<file path="src/hdl/rfsd_pkg.sv">
`timescale 1ns / 1ps
`default_nettype none

package rfsd_pkg;

    localparam int MAX_CHANNELS_DEF = 8;

    // Configuration register indexes.
    localparam int CFG_IDX_W = 1;
    localparam logic [CFG_IDX_W-1:0] CFG_CHAN_COUNT   = 1'd0;
    localparam logic [CFG_IDX_W-1:0] CFG_REGION_WORDS = 1'd1;

    // A control frame is four words long; its result comes with the last one.
    localparam int CTRL_WORDS = 4;
    localparam int CTRL_LAST  = CTRL_WORDS - 1;

    // Control frame types, taken from the first word of the frame.
    localparam logic [3:0] CTRL_UNKNOWN = 4'd0;
    localparam logic [3:0] CTRL_TIME    = 4'd1;
    localparam logic [3:0] CTRL_VHUM    = 4'd3;
    localparam logic [3:0] CTRL_TEMP    = 4'd5;
    localparam logic [3:0] CTRL_LOST    = 4'd7;
    localparam logic [3:0] CTRL_CHECK   = 4'd9;
    localparam logic [3:0] CTRL_REBOOT  = 4'd11;
    localparam logic [3:0] CTRL_END     = 4'd13;
    localparam logic [3:0] CTRL_FNUM    = 4'd15;

    // Result kinds.
    localparam logic [3:0] KIND_SAMPLE = 4'd0;
    localparam logic [3:0] KIND_TIME   = 4'd1;
    localparam logic [3:0] KIND_VHUM   = 4'd2;
    localparam logic [3:0] KIND_TEMP   = 4'd3;
    localparam logic [3:0] KIND_LOST   = 4'd4;
    localparam logic [3:0] KIND_CHECK  = 4'd5;
    localparam logic [3:0] KIND_REBOOT = 4'd6;
    localparam logic [3:0] KIND_END    = 4'd7;
    localparam logic [3:0] KIND_FNUM   = 4'd8;

    typedef struct packed {
        logic [31:0] data_word;
        logic        region_start;
    } t_in;

    typedef struct packed {
        logic [3:0]         kind;
        logic [2:0]         channel;
        logic signed [31:0] sample_value;
        logic [63:0]        sample_seq;
        logic [31:0]        value_a;
        logic [15:0]        value_b;
        logic               discontinuity;
        logic               region_end;
    } t_out;

endpackage

`default_nettype wire

</file>
<file path="src/hdl/recorder_frame_stream_deframer_top.sv">
// A result is registered into the result queue when the word that closes it is transferred.
// Throughput: one word per cycle while o_in_ready is high; words that close no result give none.
// A two-entry result queue lets a word be taken while a result still waits; o_in_ready
// drops only when both entries are full.
// Reset (synchronous, active low) clears position, frame progress, sample number, done flag,
// the queue, and sets the channel count to 1 and region_words to 0.
`timescale 1ns / 1ps
`default_nettype none

module recorder_frame_stream_deframer_top
    import rfsd_pkg::*;
#(
    parameter int MAX_CHANNELS = MAX_CHANNELS_DEF
) (
    input  wire logic                 i_clk,
    input  wire logic                 i_rst_n,
    input  wire logic                 i_in_valid,
    output logic                      o_in_ready,
    input  wire t_in                  i_in_data,
    output logic                      o_out_valid,
    input  wire logic                 i_out_ready,
    output t_out                      o_out_data,
    input  wire logic                 i_cfg_we,
    input  wire logic [CFG_IDX_W-1:0] i_cfg_idx,
    input  wire logic [31:0]          i_cfg_data
);

    // The frame counter must hold both the last channel and the last control word.
    localparam int WIF_W = (MAX_CHANNELS > CTRL_WORDS) ? $clog2(MAX_CHANNELS) : 2;
    localparam int EFF_W = $clog2(MAX_CHANNELS + 1);
    localparam int CMP_W = (WIF_W + 1 > EFF_W) ? WIF_W + 1 : EFF_W;

    logic [3:0]       r_chan_count;
    logic [31:0]      r_region_words;
    logic [31:0]      r_pos, n_pos;
    logic [WIF_W-1:0] r_wif, n_wif;
    logic             r_is_ctl, n_is_ctl;
    logic [3:0]       r_ctl_type, n_ctl_type;
    logic [31:0]      r_cw0, n_cw0;
    logic [31:0]      r_cw1, n_cw1;
    logic [63:0]      r_rsn, n_rsn;
    logic             r_done, n_done;

    t_out             r_q [2];
    logic             r_q_wr;
    logic             r_q_rd;
    logic [1:0]       r_q_cnt;

    logic [EFF_W-1:0] eff_ch;
    logic             take;
    logic             pop;
    logic             has_res;
    t_out             res;

    assign take        = i_in_valid && o_in_ready;
    assign pop         = o_out_valid && i_out_ready;
    assign o_in_ready  = (r_q_cnt != 2'd2);
    assign o_out_valid = (r_q_cnt != 2'd0);
    assign o_out_data  = r_q[r_q_rd];

    always_comb begin
        if (r_chan_count == 4'd0) begin
            eff_ch = EFF_W'(1);
        end else if (32'(r_chan_count) > MAX_CHANNELS) begin
            eff_ch = EFF_W'(MAX_CHANNELS);
        end else begin
            eff_ch = EFF_W'(r_chan_count);
        end
    end

    always_comb begin
        logic [31:0]      word;
        logic [31:0]      s_pos;
        logic [WIF_W-1:0] s_wif;
        logic [63:0]      s_rsn;
        logic             s_done;
        logic             first;
        logic [32:0]      frame_len;
        logic             over;
        logic             cur_ctl;
        logic [3:0]       cur_type;
        logic [31:0]      pos_inc;
        logic [CMP_W-1:0] k_inc;
        logic [31:0]      lost;
        logic [63:0]      fnum;
        logic             complete;

        word     = i_in_data.data_word;
        s_pos    = i_in_data.region_start ? 32'd0 : r_pos;
        s_wif    = i_in_data.region_start ? '0 : r_wif;
        s_rsn    = i_in_data.region_start ? 64'd0 : r_rsn;
        s_done   = i_in_data.region_start ? 1'b0 : r_done;

        first     = (s_wif == '0);
        frame_len = word[0] ? 33'(CTRL_WORDS) : 33'(eff_ch);
        over      = first && (({1'b0, s_pos} + frame_len) > {1'b0, r_region_words});
        cur_ctl   = first ? word[0] : r_is_ctl;
        if (!first) begin
            cur_type = r_ctl_type;
        end else if (word < 32'd16) begin
            cur_type = word[3:0];
        end else begin
            cur_type = CTRL_UNKNOWN;
        end
        pos_inc  = s_pos + 32'd1;
        k_inc    = CMP_W'(s_wif) + CMP_W'(1);
        lost     = {r_cw1[15:0], word[31:16]};
        fnum     = {r_cw0, r_cw1};
        complete = 1'b0;

        n_pos      = r_pos;
        n_wif      = r_wif;
        n_is_ctl   = r_is_ctl;
        n_ctl_type = r_ctl_type;
        n_cw0      = r_cw0;
        n_cw1      = r_cw1;
        n_rsn      = r_rsn;
        n_done     = r_done;
        res        = '0;
        has_res    = 1'b0;

        if (take) begin
            n_pos  = s_pos;
            n_wif  = s_wif;
            n_rsn  = s_rsn;
            n_done = s_done;
            if (!s_done) begin
                if (over) begin
                    // The frame would run past the region: close the region here.
                    res.kind          = KIND_END;
                    res.sample_seq    = s_rsn;
                    res.region_end    = 1'b1;
                    has_res           = 1'b1;
                    n_done            = 1'b1;
                end else begin
                    n_is_ctl   = cur_ctl;
                    n_ctl_type = cur_type;
                    n_pos      = pos_inc;
                    if (cur_ctl) begin
                        if (32'(s_wif) < CTRL_LAST) begin
                            if (s_wif == WIF_W'(1)) begin
                                n_cw0 = word;
                            end
                            if (s_wif == WIF_W'(2)) begin
                                n_cw1 = word;
                            end
                            n_wif = WIF_W'(k_inc);
                        end else begin
                            n_wif    = '0;
                            complete = 1'b1;
                            has_res  = 1'b1;
                            case (cur_type)
                                CTRL_TIME: begin
                                    res.kind    = KIND_TIME;
                                    res.value_a = r_cw0;
                                end
                                CTRL_VHUM: begin
                                    res.kind    = KIND_VHUM;
                                    res.value_a = {{16{r_cw0[31]}}, r_cw0[31:16]};
                                    res.value_b = r_cw0[15:0];
                                end
                                CTRL_TEMP: begin
                                    res.kind    = KIND_TEMP;
                                    res.value_a = {{16{r_cw0[31]}}, r_cw0[31:16]};
                                end
                                CTRL_LOST: begin
                                    res.kind          = KIND_LOST;
                                    res.value_a       = lost;
                                    res.discontinuity = 1'b1;
                                    n_rsn             = s_rsn + 64'(lost);
                                end
                                CTRL_CHECK: begin
                                    res.kind    = KIND_CHECK;
                                    res.value_a = r_cw0;
                                    res.value_b = r_cw1[31:16];
                                end
                                CTRL_REBOOT: begin
                                    res.kind = KIND_REBOOT;
                                end
                                CTRL_END: begin
                                    res.kind       = KIND_END;
                                    res.region_end = 1'b1;
                                    n_done         = 1'b1;
                                end
                                CTRL_FNUM: begin
                                    res.kind = KIND_FNUM;
                                    if (fnum != s_rsn) begin
                                        res.discontinuity = 1'b1;
                                        n_rsn             = fnum;
                                    end
                                end
                                default: begin
                                    has_res = 1'b0;
                                end
                            endcase
                            res.sample_seq = n_rsn;
                        end
                    end else begin
                        res.kind          = KIND_SAMPLE;
                        res.channel       = 3'(s_wif);
                        res.sample_value  = signed'(word);
                        res.sample_seq    = s_rsn;
                        has_res           = 1'b1;
                        // A channel count lowered mid-frame also ends the frame.
                        if (k_inc >= CMP_W'(eff_ch)) begin
                            n_wif    = '0;
                            n_rsn    = s_rsn + 64'd1;
                            complete = 1'b1;
                        end else begin
                            n_wif = WIF_W'(k_inc);
                        end
                    end
                    if (complete && !n_done && (pos_inc >= r_region_words)) begin
                        // A skipped control frame that uses up the region still
                        // needs an end result of its own.
                        if (!has_res) begin
                            res               = '0;
                            res.kind          = KIND_END;
                            res.sample_seq    = n_rsn;
                            has_res           = 1'b1;
                        end
                        res.region_end = 1'b1;
                        n_done         = 1'b1;
                    end
                end
            end
        end
    end

    always_ff @(posedge i_clk) begin
        if (!i_rst_n) begin
            r_chan_count    <= 4'd1;
            r_region_words  <= 32'd0;
            r_pos           <= 32'd0;
            r_wif           <= '0;
            r_is_ctl        <= 1'b0;
            r_ctl_type      <= CTRL_UNKNOWN;
            r_cw0           <= 32'd0;
            r_cw1           <= 32'd0;
            r_rsn           <= 64'd0;
            r_done          <= 1'b0;
            r_q_wr          <= 1'b0;
            r_q_rd          <= 1'b0;
            r_q_cnt         <= 2'd0;
        end else begin
            if (i_cfg_we) begin
                case (i_cfg_idx)
                    CFG_CHAN_COUNT:   r_chan_count   <= i_cfg_data[3:0];
                    CFG_REGION_WORDS: r_region_words <= i_cfg_data;
                    default: begin
                    end
                endcase
            end
            r_pos      <= n_pos;
            r_wif      <= n_wif;
            r_is_ctl   <= n_is_ctl;
            r_ctl_type <= n_ctl_type;
            r_cw0      <= n_cw0;
            r_cw1      <= n_cw1;
            r_rsn      <= n_rsn;
            r_done     <= n_done;
            if (has_res) begin
                r_q_wr <= ~r_q_wr;
            end
            if (pop) begin
                r_q_rd <= ~r_q_rd;
            end
            case ({has_res, pop})
                2'b10:   r_q_cnt <= r_q_cnt + 2'd1;
                2'b01:   r_q_cnt <= r_q_cnt - 2'd1;
                default: r_q_cnt <= r_q_cnt;
            endcase
        end
    end

    always_ff @(posedge i_clk) begin
        if (has_res) begin
            r_q[r_q_wr] <= res;
        end
    end

endmodule

`default_nettype wire

</file>
<file path="config.mk">
export PLATFORM = sky130hd
export DESIGN_NAME = recorder_frame_stream_deframer_top
export DESIGN_NICKNAME = d
export VERILOG_FILES = /design/src/hdl/rfsd_pkg.sv /design/src/hdl/recorder_frame_stream_deframer_top.sv
export SDC_FILE = /design/constraint.sdc
export NUM_CORES = 2
export LEC_CHECK = 0
export CAP_MARGIN = 40
export CORE_MARGIN = 1
export CORE_UTILIZATION = 35
export CTS_BUF_LIST = sky130_fd_sc_hd__clkbuf_2
export CTS_CLUSTER_SIZE = 24
export DETAILED_ROUTE_END_ITERATION = 6
export DONT_BUFFER_PORTS = 1
export PLACE_DENSITY = 0.52
export SYNTH_ARGS = -nofsm -noshare
export SYNTH_HDL_FRONTEND = slang
export SYNTH_SLANG_ARGS = --single-unit
</file>
<file path="constraint.sdc">
create_clock -name i_clk -period 12.8 [get_ports i_clk]
set_input_delay 1.28 -clock i_clk [delete_from_list [all_inputs] [get_ports i_clk]]
set_output_delay 1.28 -clock i_clk [all_outputs]
set_load 0.01 [all_outputs]
</file>
# --- After elaboration in Yosys (flattened, before gate mapping) ---
# Memory sizes are Yosys's and may differ from the RTL's. A register that Yosys moved wholly into a read port is not among the register bits.
# Cells that the tools add are included.
totals:
  ff_bits: 209
  latchBits: 0
  mem_bits_rw: 306
  mem_bits_ro: 0
  in_bits: 71
  out_inout_bits: 155
  elab_cells: 143
  memories: 1
mem_list:
  columns: ["memory", "words", "word_bits", "rd", "rd_ports_with_merged_regs", "wr", "line_no", "rtl"]
  rows:
  - ["r_q", 2, 153, 1, 1, 1, "recorder_frame_stream_deframer_top.sv:44", "t_out r_q [2];"]
op_classes:
  addsub: 7
  multipliers: 0
  n_div: 0
  magnitude_cmp: 6
  n_eq_ne: 14
  shift: 0
  n_mux: 79
  n_bitwise: 5
  n_reduce_logical: 18
ops:
  columns: ["cell", "n"]
  rows:
  - ["2-to-1 mux 64 bit", 14]
  - ["2-to-1 mux 153 bit", 4]
  - ["case mux 64 bit (2 select lines)", 1]
  - ["2-to-1 mux 114 bit", 1]
  - ["2-to-1 mux 32 bit", 3]
  - ["case mux 32 bit (3 select lines)", 1]
  - ["2-to-1 mux 35 bit", 2]
  - ["adder 64 x 1 -> 64 bit (second input constant)", 1]
  - ["adder 64 x 32 -> 64 bit", 1]
  - ["!= test 64 bit", 1]
  - ["2-to-1 mux 50 bit", 1]
  - ["2-to-1 mux 49 bit", 1]
  - ["adder 32 x 4 -> 33 bit", 1]
  - ["> comparator 33 x 32 -> 1 bit", 1]
  - ["2-to-1 mux 1 bit", 33]
  - ["adder 32 x 1 -> 32 bit (second input constant)", 1]
  - [">= comparator 32 bit", 1]
  - ["less-than comparator 32 x 5 -> 1 bit (second input constant)", 1]
  - ["2-to-1 mux 4 bit", 8]
  - ["case mux 16 bit (2 select lines)", 1]
  - ["case mux 4 bit (8 select lines)", 1]
  - ["2-to-1 mux 3 bit", 6]
  - ["equality test 4 bit (second input constant)", 4]
  - ["AND reduction 6 bit", 2]
  - ["other kinds (26)", 38]

# --- Depth between registers and ports, before layout ---
logic_depth:
  depth_word: 19
  ltp_mapped: 35
  ltp_nobuf: 25

# --- Least setup slack after synthesis ---
# Ideal clock, no wire load.
synth_timing:
  path_type: "input-to-reg"
  startpoint: "in i_in_data[0] (netlist name)"
  endpoint: "mem r_q[0][0] (netlist name), enable pin"
  setup_ns: 0.668
  t_arrival_ns: 13.231
  required_time_ns: 12.132
  path_slack_ns: -1.099
  cell_stages: 30
  path_buffers: 11
  cell_sequence: "buf_6 buf_6 buf_6 buf_2 buf_2 buf_2 buf_1 buf_1 buf_1 buf_1 nor2b_1 ha_1 a21o_1 a21oi_1 nor2b_1 o21ai_0 nor4_1 nand3_1 nor2_1 xnor2_1 ha_1 nand4_1 nor4_1 a31o_2 or3b_2 a21oi_1 or2_1 buf_4 o41ai_2 nor2_1"
synth_between:
  elab_chain_len: 19
  word_cells_on_any_way: 50
  cone_classes: "add/sub (3); order compare (4); eq/ne (8); mux (29); reduce/logical (6)"
synth_lines:
  columns: ["item", "line_no", "rtl"]
  rows:
  - ["from (decl)", "recorder_frame_stream_deframer_top.sv:19", "input wire t_in i_in_data,"]
  - ["branches (longest 15 deep; another with adder 32 x 1 -> 32 bit)", null, null]
  - ["2-to-1 mux 1 bit *", "recorder_frame_stream_deframer_top.sv:127", "if (!s_done) begin"]
  - ["2-to-1 mux 1 bit *", "recorder_frame_stream_deframer_top.sv:122", "if (take) begin"]
  - ["2-to-1 mux 1 bit *", "recorder_frame_stream_deframer_top.sv:277", "if (has_res) begin"]
  - ["2-to-1 mux 1 bit (implied by the code) *", "recorder_frame_stream_deframer_top.sv:278", "r_q[r_q_wr] <= res;"]
  - ["to (decl)", "recorder_frame_stream_deframer_top.sv:44", null]
# Every way passes the cells marked *. The select of a mux whose other input is x is not followed.

==> PnR_summary.wiki <==
{| class="wikitable"
! Metric !! Value
|-
| Status || complete, but fails checks
|-
| Failing checks || DRC
|-
| Count of H-tree levels built during CTS || 4
|-
| Core ar. || roughly 90000 um2
|-
| Share of flip-flops with an asynchronous set or reset after synthesis || 0%
|-
| Most used flip-flop cell after synthesis || sky130_fd_sc_hd__edfxtp_1
|-
| Post-detailed-route count of antenna-violating nets || 0
|-
| Worst Setup Start Kind || register
|-
| Transition time at the pin with the least slew margin || between 1 and 1.5 ns
|-
| Post-synthesis instance area || roughly 33000 um2
|-
| Final weighted congestion in routability-driven placement || approximately 1.0
|-
| Compound-cell area share of the yosys netlist || between 10% and 20%
|-
| Clock tree root buffer cell || sky130_fd_sc_hd__clkbuf_2
|-
| Syn nets || about 3800
|-
| Leading cell type in the layout, fill and taps excluded || sky130_fd_sc_hd__nand2_1
|-
| Cells along the critical path || inv_1 -> nand3_1 -> inv_1 -> ha_1 -> a21o_1 -> a21oi_1 -> nor2b_1 -> o21ai_0 -> nor4_1 -> nand3_1 -> nor2_1 -> xnor2_1 -> ha_1 -> nand4_1 -> nor4_1 -> o31ai_1 -> a21oi_1 -> nor2_1 -> buf_4 -> nand2_1 -> buf_4 -> nand2_1 -> o21ai_0 -> a32o_1
|-
| Fraction of post-synthesis cell area in the top cell type by area || approximately 28%
|-
| Xor/xnor share of the synthesized area || 4.808%
|-
| Floorplan die area || between 90000 and 100000 um2
|-
| Number of synthesis warnings || 0
|-
| Synth-to-Final Area Change || 9.704%
|-
| Place WS || roughly 4.4 ns
|-
| Post-synthesis simple-gate area fraction || between 15 and 20%
|-
| Length of the first detailed-routing pass in iterations || 7
|-
| Number of primary I/O pins || about 230
|-
| All-layer global routing usage || between 20 and 30%
|-
| Worst Path Arrival || roughly 8.7 ns
|-
| Max-cap violations || 0
|-
| Net Sw Power || around 1.6 mW
|-
| Maximum net fanout on the critical path || 25
|-
| Worst endpoint required time || roughly 14 ns
|-
| # clock sinks || roughly 520
|-
| Count of cells along the worst hold path || 1
|-
| Slack of the worst reg-to-reg path || about 5.3 ns
|-
| Vias in the first global route || 28490
|-
| Peak ir drop on the vdd network || around 0.08 mV
|-
| PwrDens || around 120 nW/um2
|-
| Terminus of the critical flop-to-flop path || r_q[1][90]
|-
| FMAX || around 130 MHz
|-
| GR Overflow Total || 0
|-
| Maximum buffer depth of the clock tree || 3
|-
| Largest stage delay on the critical path || 0.70 ns
|-
| Combinational group share of total power || 25.1%
|-
| Worst hold path class || in -> reg
|-
| First-pass GRT wire length || between 150 and 200 mm
|-
| Initial cell density of the core || between 30 and 40%
|-
| Endpoint, Worst Hold || r_q[0][117]
|-
| Start point of the worst hold path || i_in_data[4]
|-
| Count of buffer and inverter cells on the critical path || 4
|-
| Layout Skew || about 0.15 ns
|-
| Residual DRC count || 39
|-
| Worst slew margin || 33.31%
|-
| Multiplexer fraction of the synthesized cell area || 5.702%
|-
| Sequential element share of the synthesized area || 41.07%
|-
| Final instance area || 35770 um2
|-
| Worst Setup End Kind || register
|-
| Final setup violating endpoints || 0
|-
| Fraction of final layout cells with drive strength greater than 1 || ~15%
|-
| Clk pwr share || a little under 30%
|-
| Num rows || between 100 and 150
|-
| Yosys reg bits || ~520
|-
| CTS tree || yes
|-
| P_leak || about 12 nW
|-
| Cell types occupying the most area after synthesis || sky130_fd_sc_hd__edfxtp_1 (28%), sky130_fd_sc_hd__dfxtp_1 (13%), sky130_fd_sc_hd__mux2_2 (5.5%)
|-
| CP top delay family || simple AND/OR/NAND/NOR gates
|-
| Sw Share || a little over a third
|-
| Main combinational cell family by area after synthesis || simple AND/OR/NAND/NOR gates
|-
| Count of final hold-check violations || 0
|-
| Crit share post-route || approximately three fifths
|-
| Most used cells in the layout excluding fill and tap cells || sky130_fd_sc_hd__nand2_1 (447), sky130_fd_sc_hd__edfxtp_1 (306), sky130_fd_sc_hd__a21oi_1 (291)
|-
| Number of buffers created by CTS || approximately 150
|-
| Synthesized area per cell || 8.975 um2
|-
| Detailed router's first-iteration violation count || between 3000 and 4000
|-
| Average detailed-routed wire length per instance || 28.02 um
|-
| Final critical path time including I/O delays and setup || about 7.5 ns
|-
| Max stage delay cell, worst path || sky130_fd_sc_hd__a21oi_1
|-
| Mean number of vias per cell || 6.097
|-
| Final slew viol count || 0
|-
| Initial antenna violation count || 7
|-
| Critical path class || reg -> reg
|-
| Path depth of the worst reg2reg path || 24
|-
| Number of enable flip-flop cells after synthesis || 306
|-
| Die H || slightly above 300 um
|-
| Maximum number of pins on one net before global-route repair || roughly 190
|-
| Largest area contributor in the synthesized netlist || sky130_fd_sc_hd__edfxtp_1
|-
| Cell internal power dissipation || between 2 and 3 mW
|-
| Total half-perimeter wirelength after legalization and detailed placement || about 96 mm
|-
| Post-CTS repair timing setup buffer count || 0
|-
| Number of buffers inserted by port buffering || 0
|-
| Clock transition at path regs || about 0.090 ns
|-
| Post-Route WL || between 100 and 150 mm
|-
| Total number of vias || between 30000 and 40000
|-
| Post-layout net count || approximately 3800
|-
| Number of unique standard cell types used by synthesis || 108
|-
| Unrepaired setup endpoints after global routing || false
|-
| Launch point of the worst reg-to-reg path || r_chan_count[3]
|-
| Cell area after placement || ~34000 um2
|-
| Share of power burned in registers || a little under half
|-
| Least setup slack across all paths after layout || between 5 and 6 ns
|-
| Synth Instances || 3633
|-
| Latest clock arrival within the worst-skew pair || about 1.5 ns
|-
| Die width || 307.2 um
|-
| Adder-Cell Fraction of Synth Area || between 4 and 5%
|}
## area by class of cell
class / count / area [um2]
antenna: 10 / 25.02
multi-input combinational: 2738 / 17730
fill: 9488 / 56170
inverter: 83 / 314.1
clock inverter: 36 / 284.0
timing repair buffer: 145 / 1424
clock buffer: 209 / 1046
tap: 1243 / 1555
sequential: 516 / 13400
## per-layer routing
layer	vias to the layer above	routed length (um)	part of all wire [%]	GRT usage, %
met5	-	50	0.036	0
met4	8	8972	6.4	17.44
met3	431	14170	10	7.549
met2	1766	62330	45	45.34
met1	14670	54020	39	35.51
li1	13490	-	-	-
## kinds of logic (layout without fill, tap and decap cells)
logic type / after synthesis / count (layout)
flops: 516 / 516
buf+inv: 379 / 473
simple gates: 1313 / 1313
fa+ha+maj: 113 / 113
xor+xnor: 179 / 179
other cells: 0 / 10
mux: 166 / 166
compound gates: 967 / 967
## power by group through the flow
stage	Sequential [mW]	Combinational [mW]	Clock (mW)
after floorplan	2.01	0.772	0
after global placement	2.04	1.05	0
final	2.01	1.10	1.27
after global routing	2.03	1.17	1.39
after detailed placement	2.05	1.07	0
after CTS	2.01	1.10	1.31
## cells in the mapped netlist (30+ instances only)
| master | instances |
|---|---|
| sky130_fd_sc_hd__buf_2 | 62 |
| sky130_fd_sc_hd__nand4_1 | 70 |
| sky130_fd_sc_hd__edfxtp_1 | 306 |
| sky130_fd_sc_hd__nor2b_1 | 74 |
| sky130_fd_sc_hd__nor4_1 | 31 |
| sky130_fd_sc_hd__dfxtp_1 | 210 |
| sky130_fd_sc_hd__a22oi_1 | 66 |
| sky130_fd_sc_hd__ha_1 | 111 |
| sky130_fd_sc_hd__xor2_1 | 55 |
| sky130_fd_sc_hd__o21ai_0 | 197 |
| sky130_fd_sc_hd__nor2_1 | 284 |
| sky130_fd_sc_hd__a21oi_1 | 292 |
| sky130_fd_sc_hd__a31oi_1 | 43 |
| sky130_fd_sc_hd__nand2_1 | 449 |
| sky130_fd_sc_hd__nor3_1 | 61 |
| sky130_fd_sc_hd__a21o_1 | 34 |
| sky130_fd_sc_hd__o221ai_1 | 30 |
| sky130_fd_sc_hd__nand3_1 | 110 |
| sky130_fd_sc_hd__and3_1 | 63 |
| sky130_fd_sc_hd__inv_1 | 78 |
| sky130_fd_sc_hd__xnor2_1 | 124 |
| sky130_fd_sc_hd__clkbuf_1 | 199 |
| sky130_fd_sc_hd__mux2_2 | 158 |
## worst max path at each step
stage / endpoint / startpoint / depth (start not counted) / slack (ns)
after floorplan: r_q[0][0] / i_in_data[0] / 30 / -1.10
after global placement: r_q[0][79] / i_in_data[0] / 25 / 4.59
after detailed placement: r_q[0][79] / i_in_data[0] / 23 / 4.35
after CTS: r_q[1][90] / r_chan_count[3] / 24 / 5.46
after global routing: r_q[0][90] / r_chan_count[3] / 24 / 4.84
final: r_q[1][90] / r_chan_count[3] / 24 / 5.30
## per-stage QoR
stage                     power [mW]  util (%)  hold slack, ns  std cells  TNS [ns]
final                          4.382     38.91          0.1362       4980         0
after floorplan                2.785         -          0.4363       3633   -336.41
after global placement         3.094     36.40          0.4452       4640         0
after CTS                      4.423     38.88       0.0009427       4970         0
after detailed placement       3.116     36.70          0.4477       4658         0
after global routing           4.581     38.90        -0.01815       4978         0
## timing repair
item                      4_1_cts  5_1_grt
hold buffers                   67        0
gates resized for setup         0        0
hold endpoints to repair      163        0
## state kept, by name (all words and copies together), names as in the netlist, 2 cells and up, named ones only
signal          count
r_cw1              32
r_wif               3
r_ctl_type          4
r_cw0              32
r_q               306
r_pos              32
r_region_words     32
r_chan_count        4
r_q_cnt             2
r_rsn              64
(Power assumes the default switching activity.)
